File: config.mk
export PLATFORM = sky130hd
export DESIGN_NAME = base64_stream_decoder_top
export DESIGN_NICKNAME = d
export VERILOG_FILES = /design/src/hdl/b64d_pkg.sv /design/src/hdl/base64_stream_decoder_top.sv
export SDC_FILE = /design/constraint.sdc
export NUM_CORES = 1
export LEC_CHECK = 0
export BUFFER_PORTS_ARGS = -buffer_cell sky130_fd_sc_hd__buf_2
export CAP_MARGIN = 10
export CORE_UTILIZATION = 50
export CTS_BUF_LIST = sky130_fd_sc_hd__clkbuf_4 sky130_fd_sc_hd__clkbuf_8 sky130_fd_sc_hd__clkbuf_16
export CTS_CLUSTER_SIZE = 8
export DETAILED_ROUTE_END_ITERATION = 8
export GPL_TIMING_DRIVEN = 1
export PLACE_DENSITY = 0.68
export SYNTH_ARGS = -nofsm -noshare
export SYNTH_HDL_FRONTEND = slang
export SYNTH_SLANG_ARGS = --single-unit
File: constraint.sdc
create_clock -name clk -period 7.1 [get_ports clk]
set_clock_uncertainty 0.05 [all_clocks]
set_input_delay 0.355 -clock clk [delete_from_list [all_inputs] [get_ports clk]]
set_output_delay 0.355 -clock clk [all_outputs]
set_load 0.01 [all_outputs]
File: src/hdl/b64d_pkg.sv
// constants, error codes and the alphabet lookup for the base64 stream decoder
`default_nettype none

package b64d_pkg;

  localparam int unsigned CODE_W  = 7;
  localparam int unsigned ERR_W   = 3;
  localparam int unsigned SLOTS   = 3;

  typedef logic [CODE_W-1:0] code_t;
  typedef logic [ERR_W-1:0]  err_t;
  typedef logic [7:0]        byte_t;
  typedef logic [1:0]        cnt_t;

  localparam code_t SEXTET_MASK  = 7'h3F;
  localparam code_t CODE_INVALID = 7'd127;
  localparam code_t CODE_PAD     = 7'd64;

  localparam byte_t PAD_CHAR   = 8'd61;
  localparam byte_t CHAR_LF    = 8'd10;
  localparam byte_t CHAR_CR    = 8'd13;
  localparam byte_t CHAR_SPACE = 8'd32;
  localparam byte_t CHAR_PLUS  = 8'd43;
  localparam byte_t CHAR_SLASH = 8'd47;

  localparam err_t ERR_NONE      = 3'd0;
  localparam err_t ERR_SPACE     = 3'd1;
  localparam err_t ERR_PADS      = 3'd2;
  localparam err_t ERR_INVALID   = 3'd3;
  localparam err_t ERR_AFTER_PAD = 3'd4;

  // standard alphabet: sextet value, pad code or invalid code
  function automatic code_t char_code(input byte_t c);
    code_t r;
    r = CODE_INVALID;
    if (c >= 8'd65 && c <= 8'd90) begin
      r = code_t'(c - 8'd65);
    end else if (c >= 8'd97 && c <= 8'd122) begin
      r = code_t'(c - 8'd71);
    end else if (c >= 8'd48 && c <= 8'd57) begin
      r = code_t'(c + 8'd4);
    end else if (c == CHAR_PLUS) begin
      r = 7'd62;
    end else if (c == CHAR_SLASH) begin
      r = 7'd63;
    end else if (c == PAD_CHAR) begin
      r = CODE_PAD;
    end
    return r;
  endfunction

endpackage

`default_nettype wire

File: src/hdl/base64_stream_decoder_top.sv
// base64 stream decoder: one character in, up to three decoded bytes out
//
// channel  handshake            payload
// input    in_valid / in_stall  in_char, final_char
// output   out_valid/out_stall  out_byte, byte_valid, run_last, message_done, error_kind
//
// a character is registered, decoded against the stored quartet state and its
// results moved into a three-slot result register once that register is free
// the output port drains one result per cycle while out_stall is low, so a character
// completing a quartet holds the result register until its one to three bytes leave
// characters causing no result pass the decode stage without waiting on it
// rst is synchronous; it clears the decoder state and empties both stages
// out_stall holds the current result and, once a character with results waits, in_stall
`default_nettype none

module base64_stream_decoder_top (
  input  wire logic               clk,
  input  wire logic               rst,
  input  wire logic               in_valid,
  output logic                    in_stall,
  input  wire b64d_pkg::byte_t    in_char,
  input  wire logic               final_char,
  output logic                    out_valid,
  input  wire logic               out_stall,
  output b64d_pkg::byte_t         out_byte,
  output logic                    byte_valid,
  output logic                    run_last,
  output logic                    message_done,
  output b64d_pkg::err_t          error_kind
);
  import b64d_pkg::*;

  // decoder state
  logic [23:0] sextet_accum, sextet_accum_next;
  logic [1:0]  quartet_pos, quartet_pos_next;
  logic [1:0]  pad_count, pad_count_next;
  logic        spaces_pending, spaces_pending_next;
  logic        cr_pending, cr_pending_next;
  err_t        latched_error, latched_error_next;

  // input register
  logic  a_valid;
  byte_t a_char;
  logic  a_fin;

  // result register
  logic  b_valid;
  cnt_t  b_cnt;
  cnt_t  b_idx;
  byte_t b_bytes [SLOTS];
  logic  b_bvalid;
  logic  b_fin;
  err_t  b_err;

  // decode results
  cnt_t  d_n;
  byte_t d_bytes [SLOTS];
  logic  d_bvalid;

  logic        accept, a_move, out_take, b_last, b_free;
  code_t       code;
  logic [23:0] accum_shift;
  logic [1:0]  pad_inc;
  logic [1:0]  pad_sat;

  assign code        = char_code(a_char);
  assign accum_shift = {sextet_accum[17:0], code[5:0] & SEXTET_MASK[5:0]};
  assign pad_inc     = (code == CODE_PAD) ? 2'(pad_count + 2'd1) : pad_count;
  assign pad_sat     = (pad_inc > 2'd2) ? 2'd2 : pad_inc;

  always_comb begin
    sextet_accum_next   = sextet_accum;
    quartet_pos_next    = quartet_pos;
    pad_count_next      = pad_count;
    spaces_pending_next = spaces_pending;
    cr_pending_next     = cr_pending;
    latched_error_next  = latched_error;
    d_n                 = 2'd0;
    d_bvalid            = 1'b1;
    d_bytes[0]          = accum_shift[23:16];
    d_bytes[1]          = accum_shift[15:8];
    d_bytes[2]          = accum_shift[7:0];
    if (latched_error == ERR_NONE) begin
      if (cr_pending) begin
        if (a_char == CHAR_LF) begin
          cr_pending_next     = 1'b0;
          spaces_pending_next = 1'b0;
        end else begin
          latched_error_next = spaces_pending ? ERR_SPACE : ERR_INVALID;
        end
      end else if (a_char == CHAR_SPACE) begin
        spaces_pending_next = 1'b1;
      end else if (a_char == CHAR_LF) begin
        spaces_pending_next = 1'b0;
      end else if (a_char == CHAR_CR) begin
        if (a_fin) begin
          latched_error_next = spaces_pending ? ERR_SPACE : ERR_INVALID;
        end else begin
          cr_pending_next = 1'b1;
        end
      end else if (spaces_pending) begin
        latched_error_next = ERR_SPACE;
      end else if (a_char == PAD_CHAR && pad_count >= 2'd2) begin
        latched_error_next = ERR_PADS;
      end else if (code == CODE_INVALID) begin
        latched_error_next = ERR_INVALID;
      end else if (code != CODE_PAD && pad_count != 2'd0) begin
        latched_error_next = ERR_AFTER_PAD;
      end else begin
        pad_count_next    = pad_inc;
        sextet_accum_next = accum_shift;
        if (quartet_pos == 2'd3) begin
          quartet_pos_next = 2'd0;
          d_n              = 2'(2'd3 - pad_sat);
        end else begin
          quartet_pos_next = 2'(quartet_pos + 2'd1);
        end
      end
    end
    if (a_fin && d_n == 2'd0) begin
      d_n        = 2'd1;
      d_bvalid   = 1'b0;
      d_bytes[0] = 8'd0;
    end
    if (a_fin) begin
      sextet_accum_next   = 24'd0;
      quartet_pos_next    = 2'd0;
      pad_count_next      = 2'd0;
      spaces_pending_next = 1'b0;
      cr_pending_next     = 1'b0;
    end
  end

  // latched error is carried into the result register before the message resets
  assign out_take = b_valid && !out_stall;
  assign b_last   = (b_idx == 2'(b_cnt - 2'd1));
  assign b_free   = !b_valid || (out_take && b_last);
  assign a_move   = a_valid && (d_n == 2'd0 || b_free);
  assign in_stall = a_valid && !a_move;
  assign accept   = in_valid && !in_stall;

  always_ff @(posedge clk) begin
    if (rst) begin
      a_valid <= 1'b0;
    end else if (accept) begin
      a_valid <= 1'b1;
    end else if (a_move) begin
      a_valid <= 1'b0;
    end
    if (accept) begin
      a_char <= in_char;
      a_fin  <= final_char;
    end
  end

  always_ff @(posedge clk) begin
    if (rst) begin
      sextet_accum   <= 24'd0;
      quartet_pos    <= 2'd0;
      pad_count      <= 2'd0;
      spaces_pending <= 1'b0;
      cr_pending     <= 1'b0;
      latched_error  <= ERR_NONE;
    end else if (a_move) begin
      sextet_accum   <= sextet_accum_next;
      quartet_pos    <= quartet_pos_next;
      pad_count      <= pad_count_next;
      spaces_pending <= spaces_pending_next;
      cr_pending     <= cr_pending_next;
      latched_error  <= a_fin ? ERR_NONE : latched_error_next;
    end
  end

  always_ff @(posedge clk) begin
    if (rst) begin
      b_valid <= 1'b0;
      b_idx   <= 2'd0;
    end else if (a_move && d_n != 2'd0) begin
      b_valid <= 1'b1;
      b_idx   <= 2'd0;
    end else if (out_take) begin
      if (b_last) begin
        b_valid <= 1'b0;
      end else begin
        b_idx <= 2'(b_idx + 2'd1);
      end
    end
    if (a_move && d_n != 2'd0) begin
      b_cnt    <= d_n;
      b_bytes  <= d_bytes;
      b_bvalid <= d_bvalid;
      b_fin    <= a_fin;
      b_err    <= latched_error_next;
    end
  end

  assign out_valid    = b_valid;
  assign out_byte     = b_bytes[b_idx];
  assign byte_valid   = b_bvalid;
  assign run_last     = b_last;
  assign message_done = b_fin && b_last;
  assign error_kind   = b_err;

endmodule

`default_nettype wire
; ---- Word-level counts from Yosys, hierarchy flattened
; Index checks and enable logic that the tools add are counted.
[totals]
reg_bits = 71
inputBits = 13
elab_cells = 173
[op_classes]
n_addsub = 8
n_lt_le_gt_ge = 9
eq_ne = 19
muxes = 84
bitwise_logic = 2
reduce_logical = 33
[ops]
columns = operator, n
row1 = 2-to-1 mux 18 bit, 10
row2 = 2-to-1 mux 2 bit, 35
row3 = 2-to-1 mux 3 bit, 12
row4 = 2-to-1 mux 7 bit, 5
row5 = "equality test 8 x 6 -> 1 bit, second input constant", 4
row6 = 2-to-1 mux 1 bit, 18
row7 = binary-select mux 8 bit (select 2 bit), 1
row8 = "equality test 8 x 4 -> 1 bit, second input constant", 2
row9 = ">= comparator 8 x 7 -> 1 bit, second input constant", 2
row10 = "less-or-equal comparator 8 x 7 -> 1 bit, second input constant", 2
row11 = 2-to-1 mux 8 bit, 2
row12 = "equality test 7 bit, second input constant", 2
row13 = "subtractor 7 bit, second input constant", 2
row14 = logical AND 1 bit, 13
row15 = "inequality test 2 bit, second input constant", 6
row16 = nonzero test 2 bit, 6
row17 = AND reduction 10 bit, 1
row18 = ">= comparator 8 x 6 -> 1 bit, second input constant", 1
row19 = "less-or-equal comparator 8 x 6 -> 1 bit, second input constant", 1
row20 = "adder 7 x 3 -> 7 bit, second input constant", 1
row21 = "inequality test 7 bit, second input constant", 1
row22 = "adder 2 x 1 -> 2 bit, second input constant", 3
row23 = 2-to-1 mux 6 bit, 1
row24 = AND reduction 2 bit, 3
row25 = other kinds (15), 21

; ---- Logic depth before layout (Yosys ltp)
; Gate-level depths: netlist of the first run.
[depth]
ltp_word = 33
depth_mapped = 13
depth_no_buf = 11

; ---- Worst setup path before layout of the first run
; OpenSTA, ideal clock, no wires.
[synth_timing]
path_type = register to register
startpoint = register a_char[1]
endpoint = register b_bytes[0] in the netlist's numbering, enable pin
arrival_ps = 4056
slack_ps = 2575
stages_incl_launch_ff = 13
synth_period_minus_slack_ps = 4525
path_cell_list = edfxtp_1 > inv_1 > ha_1 > nand2_1 > or4_1 > buf_2 > nor2_4 > o41ai_4 > or4_4 > nor2_8 > o211a_4 > o21ai_1 > nor2_1
[synth_via]
elab_chain_len = 29
word_cells_on_any_way = 51
classes_between = add/sub (4) / order compare (7) / eq/ne (9) / mux (19) / reduce/logical (12)
[synth_lines]
columns = item, line
row1 = start: declaration, base64_stream_decoder_top.sv:43  ; byte_t a_char;
row2 = start signal: assignment, base64_stream_decoder_top.sv:151  ; a_char <= in_char;
row3 = equality test 8 x 6 -> 1 bit, b64d_pkg.sv:46  ; end else if (c == PAD_CHAR) begin
row4 = 2-to-1 mux 6 bit, b64d_pkg.sv:46
row5 = 2-to-1 mux 7 bit, b64d_pkg.sv:44  ; end else if (c == CHAR_SLASH) begin
row6 = 2-to-1 mux 7 bit, b64d_pkg.sv:42  ; end else if (c == CHAR_PLUS) begin
row7 = 2-to-1 mux 7 bit, b64d_pkg.sv:40  ; end else if (c >= 8'd48 && c <= 8'd57) begin
row8 = 2-to-1 mux 7 bit, b64d_pkg.sv:38  ; end else if (c >= 8'd97 && c <= 8'd122) begin
row9 = 2-to-1 mux 7 bit *, b64d_pkg.sv:36  ; if (c >= 8'd65 && c <= 8'd90) begin
row10 = via code[1], base64_stream_decoder_top.sv:61  ; code_t code;
row11 = [... 14 more ...], --
row12 = 2-to-1 mux 2 bit *, base64_stream_decoder_top.sv:83  ; if (latched_error == ERR_NONE) begin
row13 = logical NOT 2 bit, base64_stream_decoder_top.sv:120  ; if (a_fin && d_n == 2'd0) begin
row14 = logical AND 1 bit, base64_stream_decoder_top.sv:120
row15 = 2-to-1 mux 2 bit *, base64_stream_decoder_top.sv:120
row16 = logical NOT 2 bit, base64_stream_decoder_top.sv:138  ; assign a_move = a_valid && (d_n == 2'd0 || b_free);
row17 = logical OR 1 bit, base64_stream_decoder_top.sv:138
row18 = logical AND 1 bit, base64_stream_decoder_top.sv:138
row19 = logical AND 1 bit *, base64_stream_decoder_top.sv:188  ; if (a_move && d_n != 2'd0) begin
row20 = end signal: assignment, base64_stream_decoder_top.sv:190  ; b_bytes <= d_bytes;
row21 = end: declaration, base64_stream_decoder_top.sv:50  ; byte_t b_bytes [SLOTS];
; The timed path passes the listed nets; every way through them passes the cells marked *.
; A chain may end at the register's enable or synchronous reset.

; ---- Worst setup path in the final report of the first run
[layout_timing]
startpoint = register a_char[1]
endpoint = output in_stall
[layout_via]
elab_chain_len = 30
word_cells_on_any_way = 51
classes_between = add/sub (4) / order compare (7) / eq/ne (9) / mux (19) / reduce/logical (12)
[layout_lines]
columns = item, line
row1 = equality test 8 x 6 -> 1 bit, b64d_pkg.sv:46
row2 = 2-to-1 mux 6 bit, b64d_pkg.sv:46
row3 = 2-to-1 mux 7 bit, b64d_pkg.sv:44
row4 = 2-to-1 mux 7 bit, b64d_pkg.sv:42
row5 = 2-to-1 mux 7 bit, b64d_pkg.sv:40
row6 = 2-to-1 mux 7 bit, b64d_pkg.sv:38
row7 = 2-to-1 mux 7 bit *, b64d_pkg.sv:36
row8 = via code[0], base64_stream_decoder_top.sv:61
row9 = [... 15 more ...], --
row10 = logical NOT 2 bit, base64_stream_decoder_top.sv:120
row11 = logical AND 1 bit, base64_stream_decoder_top.sv:120
row12 = 2-to-1 mux 2 bit *, base64_stream_decoder_top.sv:120
row13 = logical NOT 2 bit *, base64_stream_decoder_top.sv:138
row14 = logical OR 1 bit *, base64_stream_decoder_top.sv:138
row15 = logical AND 1 bit *, base64_stream_decoder_top.sv:138
row16 = logical NOT 1 bit *, base64_stream_decoder_top.sv:139  ; assign in_stall = a_valid && !a_move;
row17 = logical AND 1 bit *, base64_stream_decoder_top.sv:139
row18 = end: declaration, base64_stream_decoder_top.sv:20  ; output logic in_stall,
; Marks and branches as above.

==> results of run 1 <==
per-layer routing:
metal	vias to the layer above	wire length (um)	global-route usage [%]	share of wire [%]
met4	0	191	9.38	2.3
met3	20	438	5.13	5.3
met5	-	0	0	0
li1	1444	-	-	-
met1	1380	3710	28.2	45
met2	99	3920	36.9	47
kinds of logic (layout without fill, tap and decap cells):
| group | count (synthesis) | count (layout) |
|---|---|---|
| buffers and inverters | 42 | 72 |
| xor gates and xnor gates | 2 | 2 |
| and+or+nand+nor | 122 | 122 |
| adders and majority gates | 13 | 13 |
| DFF | 71 | 71 |
| muxes | 8 | 8 |
| AOI/OAI and AO/OA | 109 | 109 |
sequential cells by signal (all words and copies together), names as in the netlist:
signal / flops
b_bytes: 24
sextet_accum: 18
a_char: 8
error_kind: 3
latched_error: 3
b_cnt: 2
b_idx: 2
pad_count: 2
quartet_pos: 2
a_fin: 1
a_valid: 1
b_fin: 1
byte_valid: 1
cr_pending: 1
out_valid: 1
spaces_pending: 1
stage by stage:
step | instances | util (%) | hold WS, ns | total power [uW] | setup slack, ns
floorplan | 367 | - | 0.358 | 531 | 2.57
global placement | 480 | 54.7 | 0.363 | 557 | 3.10
detailed placement | 480 | 54.7 | 0.366 | 557 | 2.94
CTS | 496 | 57.5 | 0.110 | 888 | 2.91
global route | 496 | 57.5 | 0.107 | 917 | 2.63
finish | 496 | 57.5 | 0.118 | 884 | 2.90
layout make-up:
class	count	area (um2)	share of cell area [%]
Inverter	26	97.6	2.34
Tap cell	99	124	2.97
Sequential cell	71	1820	43.7
Clock buffer	9	124	2.97
Multi-Input combinational cell	254	1770	42.5
Timing Repair Buffer	30	155	3.72
Clock inverter	7	78.8	1.89
placed cells by master (no fill, tap or decap), drive strengths merged, types with 2 or more instances in the layout:
| cell | count |
|---|---|
| edfxtp | 40 |
| nand2b | 7 |
| o32ai | 15 |
| nor3 | 15 |
| o31ai | 5 |
| inv | 28 |
| o2bb2ai | 3 |
| nand3 | 8 |
| or3 | 7 |
| or4 | 2 |
| nor2b | 4 |
| nor4 | 7 |
| dfxtp | 31 |
| a211oi | 7 |
| a211o | 2 |
| o21a | 5 |
| buf | 30 |
| clkbuf | 9 |
| a22oi | 3 |
| a21boi | 2 |
| o211a | 4 |
| mux2i | 8 |
| nor2 | 17 |
| ha | 13 |
| and2 | 3 |
| xnor2 | 2 |
| o22ai | 5 |
| nand2 | 39 |
| nand3b | 2 |
| o211ai | 4 |
| a31oi | 2 |
| a221o | 2 |
| nor3b | 4 |
| a21oi | 19 |
| o21bai | 2 |
| nand4 | 2 |
| clkinv | 4 |
| o21ai | 19 |
power groups by stage:
stage	registers, uW	clock network (uW)	logic, uW
finish	460	335	89.2
global route	462	357	98.4
CTS	460	339	88.7
detailed placement	469	0	88.4
global placement	469	0	88.1
floorplan	463	0	68.5
worst paths after layout:
path	end
hold / removal	a_char[3]
setup reg to reg	b_bytes[8]
hold reg to reg	b_bytes[10]
setup / recovery	in_stall
==> results.tsv, run 1 <==
stage	metric	value	unit
critical_path	end_kind	primary output	
detailed_routing	vias	2943	
sta	hold_violations	0	
sta	tns	0	ns
critical_path	crit_type	reg2out	
critical_path	critPathMaxStageDelay	0.66	ns
critical_path	critical_path_depth	12	
place	post-dp-hpwl	5.92	mm
global_route	grt_max_degree	29	
yosys	post-synth-top-count-cell	edfxtp_1	
min_path	min_path_cells	1	
critical_path	crit_family	simple AND/OR/NAND/NOR gates	
detailed_routing	antenna_left	0	
detailed_routing	drc	0	
yosys	netlist_top_cells_count	edfxtp_1, nand2_1, dfxtp_1	
die	die_x	88.8	um
global_route	grt_overflow_total	0	
sta	worst_pin_slew	0.794	ns
yosys	synth_top_family_by_area	compound AO/OA/AOI/OAI gates	
yosys	synth.distinct_cells	71	
detailed_routing	wirelength	8.25	mm
yosys	synthMuxAreaShare	2.13	%
cts	post-cts-setup-buffers	0	
pwr	netSwitchingFraction	27.0	%
sta	layout_min_cycle_time	4.20	ns
yosys	ys.flop_type	edfxtp_1	
critical_path	cp_max_fo	9	
flow_run	drv_cap	0	
cts	cts_buffers	9	
cells_and_area	final_nets	418	
cts	clkTransAtPathRegs	0.08	ns
global_route	grt_pass1_wl	13.0	mm
critical_path	critPathBufInv	2	
detailed_routing	dr.pass1.iters	5	
yosys	ys_seq_area_share	48.4	%
yosys	ys_ff_latch	71	
sta	setup-violations-final	0	
pwr	leakagePower	0.00153	uW
critical_path	path_cells	inv_1 -> ha_1 -> nand2_1 -> or4_1 -> o211ai_2 -> a22oi_1 -> or4_4 -> nor2_8 -> o211a_4 -> o21ai_1 -> nor2_1 -> buf_2	
sta	slew_violations	0	
sta	period_share	59.2	%
yosys	synth_adder_area_share	4.32	%
yosys	syn-num-nets	393	
yosys	yosys_warnings	0	
pwr	combPwrFrac	10.1	%
pwr	p_clk_share	37.9	%
yosys	avgSynthCellArea	10.3	um2
detailed_routing	first_iter_violations	170	
pwr	power_frac_seq	52.0	%
critical_path	reg2reg_from	a_char[1]	
cts	worstSkewPairLatency	0.36	ns
critical_path	worstPathArrival	3.80	ns
die	initial_utilization	51.9	%
cells_and_area	drive_gt1_share	16.6	%
critical_path	crit_start	a_char[1]	
critical_path	critPathRequiredTime	6.69	ns
critical_path	rrSetupSlack	2.90	ns
pwr	power_switching	239	uW
cells_and_area	fin_area	4170	um2
min_path	hp-start	in_char[3]	
cts	cts_tree	done	
yosys	synth.area.top_cells	edfxtp_1, dfxtp_1, ha_1	
detailed_routing	post_drt_via_cell_ratio	5.93	
die	die_area	7880	um2
place	place.gp.congestion	1.01	
pwr	ir_drop	0.144	mV
yosys	postSynthCellCount	367	
die	rows	31	
place	io_buffers	28	
global_route	grt_pass1_vias	2660	
cells_and_area	antenna_cells	0	
yosys	yosysTopAreaCell	edfxtp_1	
die	fp.coreArea	7250	um2
cells_and_area	fill_cells	626	
cts	htree_levels	3	
sta	rsz0062_at_grt	no	
pwr	p_int	645	uW
cts	cts_hold_buffers	0	
die	boundaryPins	29	
global_route	antenna_found_initial	0	
cts	cts_sinks	71	
yosys	synth-compound-area-share	22.4	%
run_status	status	complete, no violations	
sta	max-slew-margin-rel	46.9	%
detailed_routing	routedWlPerCell	16.6	um
global_route	grt_usage	22.3	%
cts	post_cts_resize_count	0	
critical_path	start_kind	register	
yosys	synthArstFlopShare	0	%
cells_and_area	areaGrowthSynthToFinish	10.8	%
yosys	yosysTopAreaCellShare	31.9	%
pwr	power_density	212	nW/um2
place	dpl_cell_area	3970	um2
cts	cts_max_path_buffers	2	
cts	cts_root_buffer	clkbuf_8	
yosys	yosys.area_share.simple	17.7	%
yosys	synth_edf_count	40	
critical_path	cpMaxStageDelayCell	or4_1	
critical_path	reg2reg_depth	12	
min_path	min_path_type	in2reg	
die	die_h	88.8	um
yosys	syn_area	3770	um2
yosys	synthXorXnorAreaFrac	0.465	%
sta	max_freq	238	MHz
Power figures use the tool's default switching activity.
==> run 2, diff against run 1 <==
--- a/config.mk
+++ b/config.mk
@@ -5,6 +5,7 @@
 export SDC_FILE = /design/constraint.sdc
 export NUM_CORES = 1
 export LEC_CHECK = 0
+export ABC_AREA = 1
 export BUFFER_PORTS_ARGS = -buffer_cell sky130_fd_sc_hd__buf_2
 export CAP_MARGIN = 10
 export CORE_UTILIZATION = 50
==> constraint.sdc (replaced) <==
create_clock -name clk -period 4.4 [get_ports clk]
set_clock_uncertainty 0.05 [all_clocks]
set_input_delay 0.22 -clock clk [delete_from_list [all_inputs] [get_ports clk]]
set_output_delay 0.22 -clock clk [all_outputs]
set_load 0.01 [all_outputs]
==> results.tsv, run 2 <==
stage	metric	value	unit
global_route	grt_max_degree	32	
detailed_routing	drc	0	
yosys	synthArstFlopShare	0	%
critical_path	crit_type	reg2out	
yosys	synth_edf_count	40	
cells_and_area	final_cell_mix	nand2_1, inv_1, nor2_1	
detailed_routing	vias	3497	
global_route	grt_overflow_total	0	
cts	cts_buffers	9	
cells_and_area	antenna_cells	0	
die	fp.coreArea	7850	um2
cts	htree_levels	3	
yosys	ys_ff_latch	71	
cts	cts_sinks	71	
critical_path	worstPathArrival	3.46	ns
pwr	finalPower	1520	uW
yosys	ys.flop_type	edfxtp_1	
detailed_routing	wirelength	9.28	mm
detailed_routing	post_drt_via_cell_ratio	5.32	
pwr	ir_drop	0.185	mV
sta	setup-violations-final	0	
critical_path	end_kind	primary output	
die	die_h	92.7	um
cts	clkTransAtPathRegs	0.08	ns
flow_run	drv_cap	0	
cts	cts_root_buffer	clkbuf_8	
global_route	grt_pass1_vias	3288	
die	initial_utilization	52.4	%
cells_and_area	multi_input_area	1920	um2
global_route	antenna_found_initial	0	
cts	worstSkewPairLatency	0.35	ns
sta	period_share	84.9	%
yosys	synth.distinct_cells	39	
yosys	netlist_top_cells_count	nand2_1, inv_1, nor2_1	
yosys	postSynthCellCount	518	
sta	max_freq	268	MHz
detailed_routing	first_iter_violations	242	
cells_and_area	areaGrowthSynthToFinish	12.1	%
yosys	avgSynthCellArea	7.93	um2
sta	rsz0062_at_grt	no	
critical_path	crit_family	simple AND/OR/NAND/NOR gates	
place	post-dp-hpwl	6.46	mm
yosys	yosys_warnings	0	
cts	cts_tree	done	
detailed_routing	dr.pass1.iters	5	
pwr	power_density	330	nW/um2
sta	layout_min_cycle_time	3.73	ns
cells_and_area	fill_cells	736	
yosys	synth.area.top_cells	edfxtp_1, dfxtp_1, nand2_1	
place	io_buffers	28	
global_route	grt_usage	23.7	%
critical_path	start_kind	register	
detailed_routing	routedWlPerCell	14.1	um
sta	worst_pin_slew	0.585	ns
critical_path	path_cells	inv_1 -> ha_1 -> nand2_1 -> a21oi_1 -> nand2_1 -> nand2_1 -> nand2_1 -> nand2_1 -> nand2_1 -> nor2_2 -> nand2_2 -> o21ai_0 -> nand2_1 -> nand2_2 -> nand2_2 -> nand3_2 -> nand3_1 -> inv_1 -> buf_2	
die	boundaryPins	29	
critical_path	rrSetupSlack	0.68	ns
yosys	syn-num-nets	544	
yosys	ys_seq_area_share	44.3	%
critical_path	critPathMaxStageDelay	0.56	ns
detailed_routing	antenna_left	0	
sta	hold_violations	0	
place	place.gp.congestion	1.00	
critical_path	crit_top_cell	nand2_1	
run_status	status	complete, no violations	
cells_and_area	drive_gt1_share	16.2	%
yosys	yosysTopAreaCell	edfxtp_1	
cts	cts_max_path_buffers	2	
yosys	yosysTopAreaCellShare	29.2	%
cells_and_area	seq_area	1820	um2
sta	max-slew-margin-rel	61.0	%
yosys	post-synth-top-count-cell	nand2_1	
yosys	syn_area	4110	um2
critical_path	critPathRequiredTime	4.13	ns
critical_path	cp_max_fo	10	
place	dpl_cell_area	4290	um2
pwr	leakagePower	0.00191	uW
sta	slew_violations	0	
cells_and_area	fin_area	4600	um2
min_path	min_path_type	in2reg	
sta	tns	0	ns
cells_and_area	largest_reg_flops	24	
cells_and_area	top_regs	b_bytes x24, sextet_accum x18, a_char x8	
die	die_x	92.7	um
sta	fin_hold_ws	0.108	ns
critical_path	critPathBufInv	3	
cells_and_area	regMostFlops	b_bytes	
die	die_area	8580	um2
global_route	grt_pass1_wl	15.8	mm
cells_and_area	final_nets	576	
critical_path	cpMaxStageDelayCell	edfxtp_1	
cells_and_area	final_common_cell	nand2_1	
die	rows	32	
-- run 2: cell types whose count changed in the layout (fill, tap and decap cells not counted), moves of 9 or more --
cell / change
nand2_2: +18
nand3_1: +33
nor3_1: -10
nand2_1: +60
a21oi_1: +25
nor2_1: +44
o32ai_1: -15
dlygate4sd3_1: +9
inv_1: +33
nand4_1: +28
-- run 2: kinds of logic (layout without fill, tap and decap cells) --
kind of cell	Yosys count	after routing	share of synthesized area, %
xor+xnor	7	7	1.49
buf+inv	85	122	8.98
simple gates	268	268	31.6
compound gates	74	74	9.65
fa+ha+maj	13	13	3.96
flops	71	71	44.3
-- run 2: stage by stage --
step	setup slack [ns]	cells	util, %
final	0.666	657	58.7
after global routing	0.309	657	58.7
after CTS	0.679	657	58.7
after detailed placement	0.730	632	54.6
after global placement	0.767	632	54.6
after floorplan	0.977	518	-
-- run 2: timing repair --
action                                 in CTS  in global routing
buffers inserted                            0                  0
endpoints found under the hold margin       9                  0
hold buffers                                9                  0
resized for setup                           0                  0
-- run 2: worst register-to-register path, cell delays in order (launching register included) --
cell	delay, ns
edfxtp_1	0.56
inv_1	0.22
ha_1	0.33
nand2_1	0.11
a21oi_1	0.18
nand2_1	0.17
nand2_1	0.15
nand2_1	0.06
nand2_1	0.10
nand2_1	0.10
nor2_2	0.10
nand2_2	0.09
o21ai_0	0.21
nand2_1	0.09
nand2_2	0.08
nand2_2	0.06
nand3_2	0.09
nand3_1	0.11
inv_1	0.16
buf_4	0.35
-- run 2: final timing paths --
path	startpoint	end	cells after the start
setup / recovery	a_char[2]	in_stall	19
hold / removal	in_valid	a_valid	3
setup reg to reg	a_char[2]	b_bytes[5]	19
hold reg to reg	sextet_accum[16]	sextet_accum[16]	2
-- run 2: metal layers --
metal	vias to the layer above	global-route usage, %	share of wire, %
met1	1562	31.2	46
met5	-	0	0
met4	0	9.74	2.0
met3	17	3.61	5.6
met2	131	38.8	47
li1	1787	-	-
-- run 2: layout make-up --
class | count | area share (%)
Clock inverter | 7 | 2.23
Sequential cell | 71 | 39.6
Inverter | 64 | 5.27
Clock buffer | 9 | 2.69
Tap cell | 102 | 2.77
Timing Repair Buffer | 42 | 5.82
Multi-Input combinational cell | 362 | 41.7
-- run 2: where the power goes --
group / internal (uW) / switching, uW / total [uW]
sequential: 721 / 18.2 / 740
clock: 325 / 270 / 595
combinational: 60.2 / 124 / 184
==> run 3, diff against run 2 <==
--- a/config.mk
+++ b/config.mk
@@ -13,7 +13,7 @@
 export CTS_CLUSTER_SIZE = 8
 export DETAILED_ROUTE_END_ITERATION = 8
 export GPL_TIMING_DRIVEN = 1
-export PLACE_DENSITY = 0.68
+export PLACE_DENSITY = 0.71
 export SYNTH_ARGS = -nofsm -noshare
 export SYNTH_HDL_FRONTEND = slang
 export SYNTH_SLANG_ARGS = --single-unit
==> constraint.sdc (replaced) <==
create_clock -name clk -period 3.2 [get_ports clk]
set_clock_uncertainty 0.05 [all_clocks]
set_input_delay 0.16 -clock clk [delete_from_list [all_inputs] [get_ports clk]]
set_output_delay 0.16 -clock clk [all_outputs]
set_load 0.01 [all_outputs]
==> results.tsv, run 3 (synthesis gave the netlist of run 2 again) <==
stage	metric	value	unit
run_status	status	complete, no violations	
critical_path	end_kind	register	
cts	htree_levels	3	
global_route	grt_pass1_vias	3298	
critical_path	crit_start	a_char[0]	
place	dpl_cell_area	4450	um2
cells_and_area	final_nets	613	
cells_and_area	regMostFlops	b_bytes	
sta	max_freq	318	MHz
detailed_routing	antenna_left	0	
die	rows	32	
cells_and_area	fin_cells	694	
cells_and_area	fill_cells	608	
cts	worstSkewPairLatency	0.34	ns
cells_and_area	final_util	69.1	%
die	die_area	8580	um2
cts	cts_sinks	71	
detailed_routing	first_iter_violations	267	
detailed_routing	drc	0	
global_route	grt_pass1_wl	15.8	mm
cells_and_area	seq_area	1820	um2
cells_and_area	final_common_cell	nand2_1	
detailed_routing	dr.pass1.iters	5	
cells_and_area	drive_gt1_share	33.6	%
critical_path	worstPathArrival	3.14	ns
sta	finalWorstSetupSlack	0.0558	ns
die	die_h	92.7	um
place	place_ws	0.0365	ns
cts	cts_tree	done	
global_route	antenna_found_initial	0	
die	initial_utilization	52.4	%
critical_path	critPathRequiredTime	3.20	ns
sta	hold_violations	0	
critical_path	crit_type	reg2reg	
die	fp.coreArea	7850	um2
die	die_x	92.7	um
place	dp_cells	644	
cts	cts_buffers	9	
cells_and_area	multi_input_area	2320	um2
sta	rsz0062_at_grt	yes	
place	place.gp.congestion	0.932	
sta	slew_violations	0	
global_route	grt_max_degree	32	
sta	period_share	98.3	%
global_route	grt_overflow_total	0	
detailed_routing	post_drt_via_cell_ratio	5.49	
critical_path	reg2reg_from	a_char[0]	
min_path	min_path_type	in2reg	
min_path	hp-start	in_valid	
global_route	grt_usage	23.7	%
critical_path	start_kind	register	
critical_path	cp_max_fo	19	
sta	worst_pin_slew	0.682	ns
cts	cts_max_path_buffers	2	
detailed_routing	wirelength	10.8	mm
cells_and_area	fin_area	5420	um2
cells_and_area	largest_reg_flops	24	
pwr	ir_drop	0.264	mV
pwr	power_density	419	nW/um2
flow_run	drv_cap	0	
detailed_routing	routedWlPerCell	15.5	um
cells_and_area	areaGrowthSynthToFinish	32.0	%
cells_and_area	antenna_cells	0	
pwr	leakagePower	0.00224	uW
detailed_routing	vias	3810	
die	boundaryPins	29	
cells_and_area	final_cell_mix	nand2_1, nor2_1, inv_1	
cells_and_area	top_regs	b_bytes x24, sextet_accum x18, a_char x8	
place	post-dp-hpwl	6.76	mm
sta	max-slew-margin-rel	54.5	%
pwr	finalPower	2270	uW
sta	layout_min_cycle_time	3.14	ns
cts	cts_root_buffer	clkbuf_8	
cts	clkTransAtPathRegs	0.08	ns
sta	setup-violations-final	0	
place	io_buffers	28	
## run 3: cell types whose count changed in the layout (fill, tap and decap cells not counted), moves of 6 or more
cell,delta
inv_1,-6
nand2_1,-34
buf_4,+27
nand3_4,+8
nand3_1,-13
nand2_2,+17
a21oi_1,-11
a21oi_2,+11
nand2_4,+16
## run 3: layout make-up
cell class | instances | area share, %
flip-flops and latches | 71 | 33.6
repair buffers | 79 | 12.2
multi-input cells | 362 | 42.8
inverters | 64 | 4.59
clock inverters | 7 | 2.19
clock buffers | 9 | 2.28
well taps | 102 | 2.35
## run 3: stage by stage
stage	hold WS (ns)	TNS (ns)
3_5_place_dp	0.288	0
6_report	0.0778	0
5_1_grt	0.0886	-5.08
4_1_cts	0.0477	0
2_1_floorplan	0.209	0
3_3_place_gp	0.287	0
## run 3: path summary, 6_finish.rpt
path | slack, ns | endpoint | cells after the start
min | 0.08 | a_valid | 3
max reg2reg | 0.06 | b_bytes[6] | 20
min reg2reg | 0.41 | sextet_accum[14] | 2
max | 0.06 | b_bytes[6] | 20
## run 3: routing by layer
| metal | global-route usage [%] | share of wire, % | routed length, um |
|---|---|---|---|
| met5 | 0 | 0 | 0 |
| met2 | 39.0 | 49 | 5270 |
| met3 | 3.61 | 5.1 | 551 |
| met1 | 31.4 | 44 | 4680 |
| met4 | 9.36 | 2.3 | 251 |
## run 3: worst max-delay path, stage by stage (launching register included)
cell and delay (ns):
edfxtp_1 0.41, buf_4 0.17, ha_1 0.25, nand2_2 0.09
nor2_1 0.04, nand2_1 0.09, nand3_4 0.11, nand2_8 0.16
nand2_2 0.07, nand2_2 0.10, nand2_4 0.06, nor2_4 0.11
nand2_4 0.07, nor2_4 0.15, nor2_2 0.06, nor2_2 0.14
nand3_2 0.13, nand3_4 0.12, nand3_2 0.12, clkinvlp_4 0.17
buf_12 0.17
## run 3: timing repair
item / CTS / global route
setup buffers: 6 / 16
endpoints found under the setup margin: 20 / 68
pin swaps: 1 / 22
hold endpoints to repair: 9 / 0
gates resized for setup: 6 / 100
cloned: 0 / 3
hold buffers: 9 / 0
## run 3: power breakdown
group	leakage, uW	internal, uW	switching, uW	total, uW
Clock	0.000117	519	356	876
Combinational	0.00149	152	232	384
Sequential	0.000633	992	20.5	1010
Total	0.00224	1660	609	2270
